<file path="src/llrb_pkg.sv">
// shared types, constants and codes for the last-n-lines ring buffer
`timescale 1ns / 1ps
`default_nettype none
package llrb_pkg;

    localparam int MAX_LINES_DEF  = 128;
    localparam int LINE_BYTES_DEF = 512;
    localparam int QUEUE_DEPTH    = 2;
    localparam int PADDR_W        = 3;

    localparam logic [7:0] CH_CR            = 8'd13;
    localparam logic [7:0] CH_LF            = 8'd10;
    localparam logic [7:0] LINE_COUNT_RESET = 8'd10;

    // input opcodes
    localparam logic [1:0] OP_DATA  = 2'd0;
    localparam logic [1:0] OP_EOS   = 2'd1;
    localparam logic [1:0] OP_FETCH = 2'd2;

    // register index, decoded from paddr[2]
    localparam logic REG_LINE_COUNT = 1'b0;

    typedef struct packed {
        logic [1:0] opcode;
        logic [7:0] byte_value;
    } item_t;

    typedef struct packed {
        logic [7:0] out_byte;
        logic       out_valid;
        logic       last_byte;
    } result_t;

    typedef enum logic [1:0] {
        CMD_CHAR,
        CMD_LF,
        CMD_EOS,
        CMD_FETCH
    } cmd_kind_t;

    typedef struct packed {
        cmd_kind_t  kind;
        logic [7:0] data;
    } cmd_t;

    typedef enum logic [1:0] {
        BK_IDLE,
        BK_REDUCE,
        BK_READ
    } back_state_t;

endpackage
`default_nettype wire

</file>
<file path="src/llrb_front.sv">
// front end: accepts items, drops carriage returns and unused opcodes, classifies the rest
`timescale 1ns / 1ps
`default_nettype none
module llrb_front (
    input  wire logic            clk,
    input  wire logic            rst_n,
    input  wire logic            start,
    output logic                 busy,
    input  wire llrb_pkg::item_t item,
    output logic                 push_valid,
    input  wire logic            push_ready,
    output llrb_pkg::cmd_t       push_cmd
);
    import llrb_pkg::*;

    logic front_valid_reg;
    logic front_valid_next;
    cmd_t front_cmd_reg;
    cmd_t front_cmd_next;
    cmd_t cls_cmd;
    logic cls_keep;
    logic accept;
    logic push;

    always_comb
    begin
        cls_cmd.data = item.byte_value;
        cls_cmd.kind = CMD_CHAR;
        cls_keep     = 1'b0;
        unique case (item.opcode)
            OP_DATA:
            begin
                cls_keep     = (item.byte_value != CH_CR);
                cls_cmd.kind = (item.byte_value == CH_LF) ? CMD_LF : CMD_CHAR;
            end
            OP_EOS:
            begin
                cls_keep     = 1'b1;
                cls_cmd.kind = CMD_EOS;
            end
            OP_FETCH:
            begin
                cls_keep     = 1'b1;
                cls_cmd.kind = CMD_FETCH;
            end
            default:
            begin
                cls_keep = 1'b0;
            end
        endcase
    end

    assign push   = front_valid_reg && push_ready;
    assign busy   = front_valid_reg && !push_ready;
    assign accept = start && !busy;

    always_comb
    begin
        front_valid_next = front_valid_reg;
        front_cmd_next   = front_cmd_reg;
        if (accept && cls_keep)
        begin
            front_valid_next = 1'b1;
            front_cmd_next   = cls_cmd;
        end
        else if (push)
        begin
            front_valid_next = 1'b0;
        end
    end

    always_ff @(posedge clk or negedge rst_n)
    begin
        if (!rst_n)
        begin
            front_valid_reg <= 1'b0;
        end
        else
        begin
            front_valid_reg <= front_valid_next;
        end
    end

    always_ff @(posedge clk)
    begin
        front_cmd_reg <= front_cmd_next;
    end

    assign push_valid = front_valid_reg;
    assign push_cmd   = front_cmd_reg;

endmodule
`default_nettype wire

</file>
<file path="config.mk">
export PLATFORM = sky130hd
export DESIGN_NAME = llrb_front
export DESIGN_NICKNAME = d
export VERILOG_FILES = /design/src/llrb_pkg.sv /design/src/llrb_front.sv
export SDC_FILE = /design/constraint.sdc
export NUM_CORES = 1
export LEC_CHECK = 0
export ABC_CLOCK_PERIOD_IN_PS = 1700
export BUFFER_PORTS_ARGS = -buffer_cell sky130_fd_sc_hd__buf_2
export CAP_MARGIN = 5
export CORE_MARGIN = 3
export CORE_UTILIZATION = 35
export CTS_CLUSTER_SIZE = 24
export DETAILED_ROUTE_END_ITERATION = 8
export PLACE_DENSITY = 0.65
export SKIP_CTS_REPAIR_TIMING = 1
export SYNTH_ARGS = -nofsm -noshare
export SYNTH_HDL_FRONTEND = slang
export SYNTH_SLANG_ARGS = --single-unit
</file>
<file path="constraint.sdc">
create_clock -name clk -period 1.7 [get_ports clk]
set_input_delay 0.17 -clock clk [delete_from_list [all_inputs] [get_ports clk]]
set_output_delay 0.17 -clock clk [all_outputs]
set_load 0.01 [all_outputs]
</file>
==> impl_metrics.csv <==
group,metric,value,unit
clock_tree,clock_tree.root_cell,"clkbuf_4",
grt,grtUsageTotal,0.1109,
routing,dr.first_iter.drc_count,5,
routing,dr.pass1.iters,3,
timing,max_freq,652.0,MHz
clock_tree,clock_latency,0.26,ns
worst_setup_path,crit_arrival,1.43,ns
final_layout,fillers,107,
place,place_inst,72,
clock_tree,clock-sinks,11,
power_and_ir_drop,powerDensity,865.8,nW/µm²
routing,top_layer,"met4",
clock_tree,clkTransAtPathRegs,0.07,ns
floorplanning,chipWidth,42.57,µm
grt,gr-total-overflow,0,
logic_synthesis,ys_types,17,
timing,holdWs,0.1068,ns
floorplanning,ioPinCount,26,
floorplanning,die_h,42.57,µm
worst_setup_path,start_kind,"flop",
grt,grt_pass1_vias,354,
routing,post_drt_wl_per_cell,12.08,µm
worst_setup_path,cp_max_fo,10,
place,portBuffers,25,
final_layout,final_core_util,0.5686,
worst_setup_path,criticalPathCategory,"reg -> reg",
floorplanning,start_util,0.3945,
routing,routed_via_density,4.623,
place,dp_slack,-0.04805,ns
worst_setup_path,reg2reg_depth,2,
floorplanning,die_area,1812,µm²
logic_synthesis,synth-seq-cells,11,
floorplanning,num_rows,12,
routing,met1Wirelength,361,µm
final_layout,drive_above_1_share,0.5556,
worst_setup_path,r2r_slack,0.17,ns
grt,grt_max_degree,11,
logic_synthesis,synth_top_area_share,0.6417,
clock_tree,numCtsBuffers,3,
routing,wl_met3,65,µm
logic_synthesis,synthesis.instances,30,
final_layout,final_cell_mix,"25 x buf_2, 10 x edfxtp_1, 4 x inv_1",
timing,relSlewSlack,0.4693,
clock_tree,htreeDepth,1,
timing,finalSetupViolCount,0,
run,max_cap_violations,0,
timing,tns,0,ns
timing,rsz0062_at_grt,"no",
logic_synthesis,ys_top_cells_by_area,"edfxtp_1 64%, dfrtp_1 5.3%, ha_1 5.3%",
hold_path,hold_path.class,"in -> reg",
routing,routed_wl,930,µm
place,gp_congestion,0.6622,
clock_tree,clockBufferDepth,2,
logic_synthesis,yosysWarningCount,0,
hold_path,min_to,"push_cmd[3]",
power_and_ir_drop,ir_drop,0.0004246,V
hold_path,min_path_cells,1,
logic_synthesis,syn-num-nets,46,
floorplanning,core_area,1186,µm²
logic_synthesis,syn_area,467.9,µm²
routing,vias,356,
routing,route.detailed.drc,0,
grt,grt_pass1_wl,1.469,mm
hold_path,hold_start,"item[3]",
routing,wl_met2,479,µm
worst_setup_path,required,1.59,ns
worst_setup_path,end_kind,"flop",
power_and_ir_drop,leakagePower,0.2972,nW
timing,setup_ws,0.1663,ns
final_layout,area.growth.synth_to_final,44.12,%
logic_synthesis,synth_area_leader_cell,"edfxtp_1",
timing,slew_violations,0,
final_layout,mostFrequentLayoutCell,"buf_2",
run_status,run_status,"complete, no violations",
timing,max_slew.worst_pin.slew,0.7946,ns
timing,fin_crit,1.534,ns
final_layout,nets,80,
timing,finClkSkew,0.002193,ns
clock_tree,cts_tree,"built",
logic_synthesis,avgSynthCellArea,15.60,µm²
worst_setup_path,r2r_start,"push_valid",
final_layout,antenna_cells,0,
timing,period_share,0.9022,
final_layout,stdcell_count,77,
logic_synthesis,ys_seq_area_frac,0.6952,
grt,antenna_found_initial,0,
routing,ant_nets,0,
worst_setup_path,r2r-end,"push_cmd[4]",
timing,hold_viol,0,
-- critical path, stage by stage, from the launching register on --
cell      delay, ns
dfrtp_1        0.37
nor2b_1        0.16
a211oi_2       0.63
-- state kept, by name, summed over array words and instances (netlist names) --
register    flops
push_cmd       10
push_valid      1
-- layout make-up --
class | instances | area (µm²) | area share
flip-flops and latches | 11 | 325.3 | 0.4824
well taps | 14 | 17.52 | 0.02597
inverters | 4 | 15.01 | 0.02226
multi-input cells | 15 | 132.6 | 0.1967
repair buffers | 29 | 157.7 | 0.2338
clock buffers | 4 | 26.28 | 0.03896
-- where the power goes --
group	leakage [nW]	total [mW]	switching, mW	internal [mW]
combinational	0.177	0.0899	0.0465	0.0434
clock	0.0150	0.173	0.0827	0.0907
sequential	0.105	0.321	0.00404	0.316
total	0.297	0.584	0.133	0.451
-- per-stage QoR --
step / instance area [µm²] / total power [mW]
after CTS: 664.4 / 0.5916
after floorplan: 473.0 / 0.3672
final: 674.4 / 0.5839
after global routing: 674.4 / 0.6141
after detailed placement: 638.1 / 0.4157
after global placement: 638.1 / 0.4142
-- cells in the mapped netlist --
cell and n:
a211oi_1 1, dfrtp_1 1, edfxtp_1 10, ha_1 2, inv_1 4, nand2b_1 1, nand4_1 1, nand4bb_1 1
nor2_1 1, nor2b_1 1, nor4_1 1, nor4bb_1 1, o21ai_1 1, o21ai_2 1, o21ba_2 1, o31ai_1 1
or4b_4 1
-- metal layers --
| layer | vias up | GRT usage |
|---|---|---|
| li1 | 181 | - |
| met2 | 16 | 0.1702 |
| met3 | 4 | 0.03004 |
| met4 | 0 | 0.09317 |
| met1 | 155 | 0.1257 |
| met5 | - | 0 |
-- worst max path at each step --
stage / slack (ns) / cells past startpoint / to / from
2_1_floorplan: 0.24 / 2 / push_cmd[0] / push_valid
3_3_place_gp: -0.007 / 4 / push_cmd[4] / item[8]
3_5_place_dp: -0.05 / 4 / push_cmd[4] / item[8]
4_1_cts: 0.12 / 2 / push_cmd[6] / push_valid
5_1_grt: 0.0004 / 2 / push_cmd[6] / push_valid
6_report: 0.17 / 2 / push_cmd[4] / push_valid
-- cells by family after synthesis --
family                   count (synthesis)  share of synthesized area
flip-flops                              11                     0.6952
AO/OA/AOI/OAI                            5                    0.08289
buffers and inverters                    4                    0.03208
AND/OR/NAND/NOR                          8                     0.1364
adder cells (fa/ha/maj)                  2                    0.05347
Note: power is estimated with default switching activity, not from simulation.
