## config.mk

```make
export PLATFORM = sky130hd
export DESIGN_NAME = llrb_queue
export DESIGN_NICKNAME = d
export VERILOG_FILES = /design/src/llrb_pkg.sv /design/src/llrb_queue.sv
export SDC_FILE = /design/constraint.sdc
export NUM_CORES = 1
export LEC_CHECK = 0
export BUFFER_PORTS_ARGS = -buffer_cell sky130_fd_sc_hd__buf_2
export CELL_PAD_IN_SITES_DETAIL_PLACEMENT = 0
export CELL_PAD_IN_SITES_GLOBAL_PLACEMENT = 1
export CORE_ASPECT_RATIO = 1.25
export CORE_MARGIN = 4
export CORE_UTILIZATION = 44
export DETAILED_ROUTE_END_ITERATION = 7
export PLACE_DENSITY_LB_ADDON = 0.3
export RECOVER_POWER = 25
export SETUP_SLACK_MARGIN = 0.05
export SYNTH_ARGS = -nofsm -noshare
export SYNTH_HDL_FRONTEND = slang
export SYNTH_SLANG_ARGS = --single-unit
```

## constraint.sdc

```tcl
create_clock -name clk -period 4.65 [get_ports clk]
set_clock_uncertainty 0.2 [all_clocks]
set_input_delay 1.1625 -clock clk [delete_from_list [all_inputs] [get_ports clk]]
set_output_delay 1.1625 -clock clk [all_outputs]
set_load 0.05 [all_outputs]
```

## src/llrb_pkg.sv

```systemverilog
// shared types, constants and codes for the last-n-lines ring buffer
`timescale 1ns / 1ps
`default_nettype none
package llrb_pkg;

    localparam int MAX_LINES_DEF  = 128;
    localparam int LINE_BYTES_DEF = 512;
    localparam int QUEUE_DEPTH    = 2;
    localparam int PADDR_W        = 3;

    localparam logic [7:0] CH_CR            = 8'd13;
    localparam logic [7:0] CH_LF            = 8'd10;
    localparam logic [7:0] LINE_COUNT_RESET = 8'd10;

    // input opcodes
    localparam logic [1:0] OP_DATA  = 2'd0;
    localparam logic [1:0] OP_EOS   = 2'd1;
    localparam logic [1:0] OP_FETCH = 2'd2;

    // register index, decoded from paddr[2]
    localparam logic REG_LINE_COUNT = 1'b0;

    typedef struct packed {
        logic [1:0] opcode;
        logic [7:0] byte_value;
    } item_t;

    typedef struct packed {
        logic [7:0] out_byte;
        logic       out_valid;
        logic       last_byte;
    } result_t;

    typedef enum logic [1:0] {
        CMD_CHAR,
        CMD_LF,
        CMD_EOS,
        CMD_FETCH
    } cmd_kind_t;

    typedef struct packed {
        cmd_kind_t  kind;
        logic [7:0] data;
    } cmd_t;

    typedef enum logic [1:0] {
        BK_IDLE,
        BK_REDUCE,
        BK_READ
    } back_state_t;

endpackage
`default_nettype wire

```

## src/llrb_queue.sv

```systemverilog
// short command queue between the front end and the line store engine
`timescale 1ns / 1ps
`default_nettype none
module llrb_queue (
    input  wire logic           clk,
    input  wire logic           rst_n,
    input  wire logic           in_valid,
    output logic                in_ready,
    input  wire llrb_pkg::cmd_t in_cmd,
    output logic                out_valid,
    input  wire logic           out_pop,
    output llrb_pkg::cmd_t      out_cmd
);
    import llrb_pkg::*;

    localparam int PTR_W = (QUEUE_DEPTH > 1) ? $clog2(QUEUE_DEPTH) : 1;
    localparam int CNT_W = $clog2(QUEUE_DEPTH + 1);

    cmd_t             entry_reg [QUEUE_DEPTH];
    logic [PTR_W-1:0] wr_ptr_reg;
    logic [PTR_W-1:0] wr_ptr_next;
    logic [PTR_W-1:0] rd_ptr_reg;
    logic [PTR_W-1:0] rd_ptr_next;
    logic [CNT_W-1:0] count_reg;
    logic [CNT_W-1:0] count_next;
    logic             push;
    logic             pop;

    assign in_ready  = (count_reg != CNT_W'(QUEUE_DEPTH));
    assign out_valid = (count_reg != '0);
    assign out_cmd   = entry_reg[rd_ptr_reg];
    assign push      = in_valid && in_ready;
    assign pop       = out_pop && out_valid;

    always_comb
    begin
        wr_ptr_next = wr_ptr_reg;
        rd_ptr_next = rd_ptr_reg;
        count_next  = count_reg;
        if (push)
        begin
            wr_ptr_next = (32'(wr_ptr_reg) == QUEUE_DEPTH - 1) ? '0 : wr_ptr_reg + 1'b1;
        end
        if (pop)
        begin
            rd_ptr_next = (32'(rd_ptr_reg) == QUEUE_DEPTH - 1) ? '0 : rd_ptr_reg + 1'b1;
        end
        if (push && !pop)
        begin
            count_next = count_reg + 1'b1;
        end
        else if (pop && !push)
        begin
            count_next = count_reg - 1'b1;
        end
    end

    always_ff @(posedge clk or negedge rst_n)
    begin
        if (!rst_n)
        begin
            wr_ptr_reg <= '0;
            rd_ptr_reg <= '0;
            count_reg  <= '0;
        end
        else
        begin
            wr_ptr_reg <= wr_ptr_next;
            rd_ptr_reg <= rd_ptr_next;
            count_reg  <= count_next;
        end
    end

    always_ff @(posedge clk)
    begin
        if (push)
        begin
            entry_reg[wr_ptr_reg] <= in_cmd;
        end
    end

endmodule
`default_nettype wire

```

==> impl_metrics.json <==
{
  "run_status": "completed",
  "antenna_violating_nets_post_route": 0,
  "number_of_flip_flops_in_the_largest_register": 20,
  "nNetsFinal": 93,
  "cts.repair_timing.setup_buffer_count": 0,
  "total_clock_buffers_created_by_cts": 3,
  "tritoncts": "yes",
  "placed_cell_area_mm2": 0.00107,
  "total_standard_cell_area_after_synthesis_um2": 932,
  "io_pins": 26,
  "die-width_um": 49.2,
  "fin_crit_sh_pct": 62.6,
  "p_leak_nw": 0.446,
  "placeableCoreArea_mm2": 0.00200,
  "mappedNetlistNets": 64,
  "fmax_mhz": 344,
  "die_area_mm2": 0.00292,
  "numClockSinks": 24,
  "clockBufferDepth": 2,
  "final_area_mm2": 0.00112,
  "reg2reg_from": "count_reg[0]",
  "rows": 18,
  "htree_num_levels": 1,
  "period_minus_slack_ns": 2.91,
  "min_to": "wr_ptr_reg",
  "ys_types": 14,
  "gp_congestion": 0.606,
  "internal_power_mw": 0.505,
  "tightestPinTransition_ns": 0.787,
  "setup-violations-final": 0,
  "detail_route.iter0.violations": 4,
  "hp-class": "reg2reg",
  "synth.yosys.seq_area_share_pct": 75.2,
  "totalWireLength_mm": 1.27,
  "syn-instance-count": 49,
  "worstSetupPathType": "reg2out",
  "globalRouteOverflowTotal": 0,
  "rr_endpoint": "entry_reg[0][3]",
  "cp_data_required_time_ns": 3.29,
  "gr-usage-all-layers_pct": 9.95,
  "worst-path-max-fanout": 11,
  "power.share.combinational_pct": 43.0,
  "cp.arrival_ns": 1.55,
  "p_sw_mw": 0.348,
  "clock_power_share_pct": 16.9,
  "drive_gt1_share_pct": 49.4,
  "num_vias": 487,
  "worstSkewPairLatency_ns": 0.30,
  "post_synth.cell_area_avg_um2": 19.0,
  "launch_point_of_the_worst_hold_path": "wr_ptr_reg",
  "startpoint": "rd_ptr_reg",
  "unrepaired_setup_endpoints_after_global_routing": "false",
  "timing.reg2reg.worst_path_depth": 3,
  "num-fill-cells": 158,
  "worst_setup_hold_path_clk_slew_ns": 0.13,
  "cts-hold-fix-buffers": 0,
  "number_of_cells_on_the_worst_hold_path": 1,
  "detail_route.drc_violations": 0,
  "die_height_um": 59.5,
  "multi_input_area_um2": 220,
  "regToRegSetupSlack_ns": 2.76,
  "seq_area_um2": 701,
  "syn_to_final_growth_pct": 20.4,
  "ir_drop_uv": 457,
  "synth_seq_cells": 24,
  "seqPwrFrac_pct": 40.1,
  "yosysWarnings": 0,
  "worstSetupEndpointType": "output pin",
  "drt_pass1_iterations": 4,
  "count_of_pins_over_their_slew_limit": 0,
  "switching_share_pct": 40.8,
  "timing_hold_violations_final": 0,
  "grt_antenna_before_repair": 0,
  "setup_tns_ns": 0,
  "largest_net_degree_at_the_start_of_global_routing": 15,
  "global_route_wire_length_before_repair_mm": 2.21,
  "cts_repair_resize_count": 0,
  "hpwl_after_dpl_um": 979,
  "numPortBuffers": 25,
  "via_per_inst": 5.02,
  "num_antenna_cells": 0,
  "buffer_cell_driving_the_clock_tree_root": "clkbuf_4",
  "power.density_cell_area_mw_per_mm2": 760,
  "grt_pass1_vias": 497,
  "avgRoutedWirePerCell_um": 13.0,
  "maximum_capacitance_violations": 0,
  "initial_core_util_pct": 46.5,
  "startpoint_type": "flip-flop",
  "timing.max_slew.rel_slack_pct": 47.3
}
==> cells in the final DEF, fill, tap and decap left out <==
| cell | n |
|---|---|
| ha_1 | 1 |
| clkbuf_1 | 4 |
| xor2_1 | 2 |
| nand2b_4 | 1 |
| nor2_1 | 2 |
| clkbuf_4 | 3 |
| buf_2 | 21 |
| or2_4 | 1 |
| xnor2_1 | 3 |
| inv_1 | 1 |
| and3_1 | 1 |
| nand2_1 | 1 |
| nand2_4 | 1 |
| bufinv_16 | 1 |
| edfxtp_1 | 20 |
| mux2_2 | 10 |
| dfrtp_1 | 4 |
==> area by class of cell <==
class	instances	area share, %
flip-flops and latches	24	62.4
multi-input cells	23	19.6
repair buffers	25	10.7
clock inverters	1	2.68
well taps	20	2.23
clock buffers	3	2.01
inverters	1	0.334
==> cell usage after synthesis <==
cell type,count,area (um^2)
edfxtp_1,20,601
mux2_2,10,113
dfrtp_1,4,100
xnor2_1,3,26.3
nor2_1,2,7.51
xor2_1,2,17.5
and3_1,1,6.26
buf_4,1,7.51
ha_1,1,12.5
inv_1,1,3.75
nand2_1,1,3.75
nand2_4,1,11.3
nand2b_4,1,13.8
or2_4,1,8.76
==> power groups by stage <==
stage	combinational, mW	sequential, mW	clock, mW
detailed placement	0.372	0.348	0
CTS	0.373	0.343	0.147
global placement	0.368	0.346	0
global route	0.391	0.351	0.156
floorplan	0.325	0.325	0
finish	0.367	0.342	0.144
==> routing by layer <==
layer | share of wire (%) | vias to the layer above | GRT usage (%)
met4 | 0 | 0 | 2.44
met2 | 49 | 18 | 15.9
met3 | 5.9 | 0 | 2.77
met1 | 45 | 232 | 13.4
li1 | - | 237 | -
met5 | 0 | - | 0
==> critical path: stages (launching register included) <==
cell	delay [ns]
dfrtp_1	0.64
mux2_2	0.39
buf_2	0.21
==> worst max path at each step <==
| stage | endpoint |
|---|---|
| after floorplan | out_cmd[0] |
| after global placement | out_cmd[9] |
| after detailed placement | entry_reg[0][3] |
| after CTS | out_cmd[9] |
| after global routing | out_cmd[4] |
| final | out_cmd[9] |
==> stage by stage <==
stage / setup slack [ns] / hold WS [ns] / std cells / utilization, % / power (mW)
finish: 1.74 / 0.310 / 97 / 56.0 / 0.853
global route: 1.64 / 0.315 / 97 / 56.0 / 0.899
CTS: 1.72 / 0.306 / 97 / 56.2 / 0.863
detailed placement: 2.05 / 0.288 / 93 / 53.6 / 0.720
global placement: 2.09 / 0.278 / 93 / 53.6 / 0.714
floorplan: 2.33 / 0.261 / 49 / - / 0.650
==> kinds of logic after synthesis <==
| group | count (synthesis) | share of synthesized area, % |
|---|---|---|
| flip-flops | 24 | 75.2 |
| XOR/XNOR | 5 | 4.70 |
| buffers and inverters | 2 | 1.21 |
| AND/OR/NAND/NOR | 7 | 5.50 |
| adder cells (fa/ha/maj) | 1 | 1.34 |
| multiplexers | 10 | 12.1 |
Power figures use the tool's default switching activity.
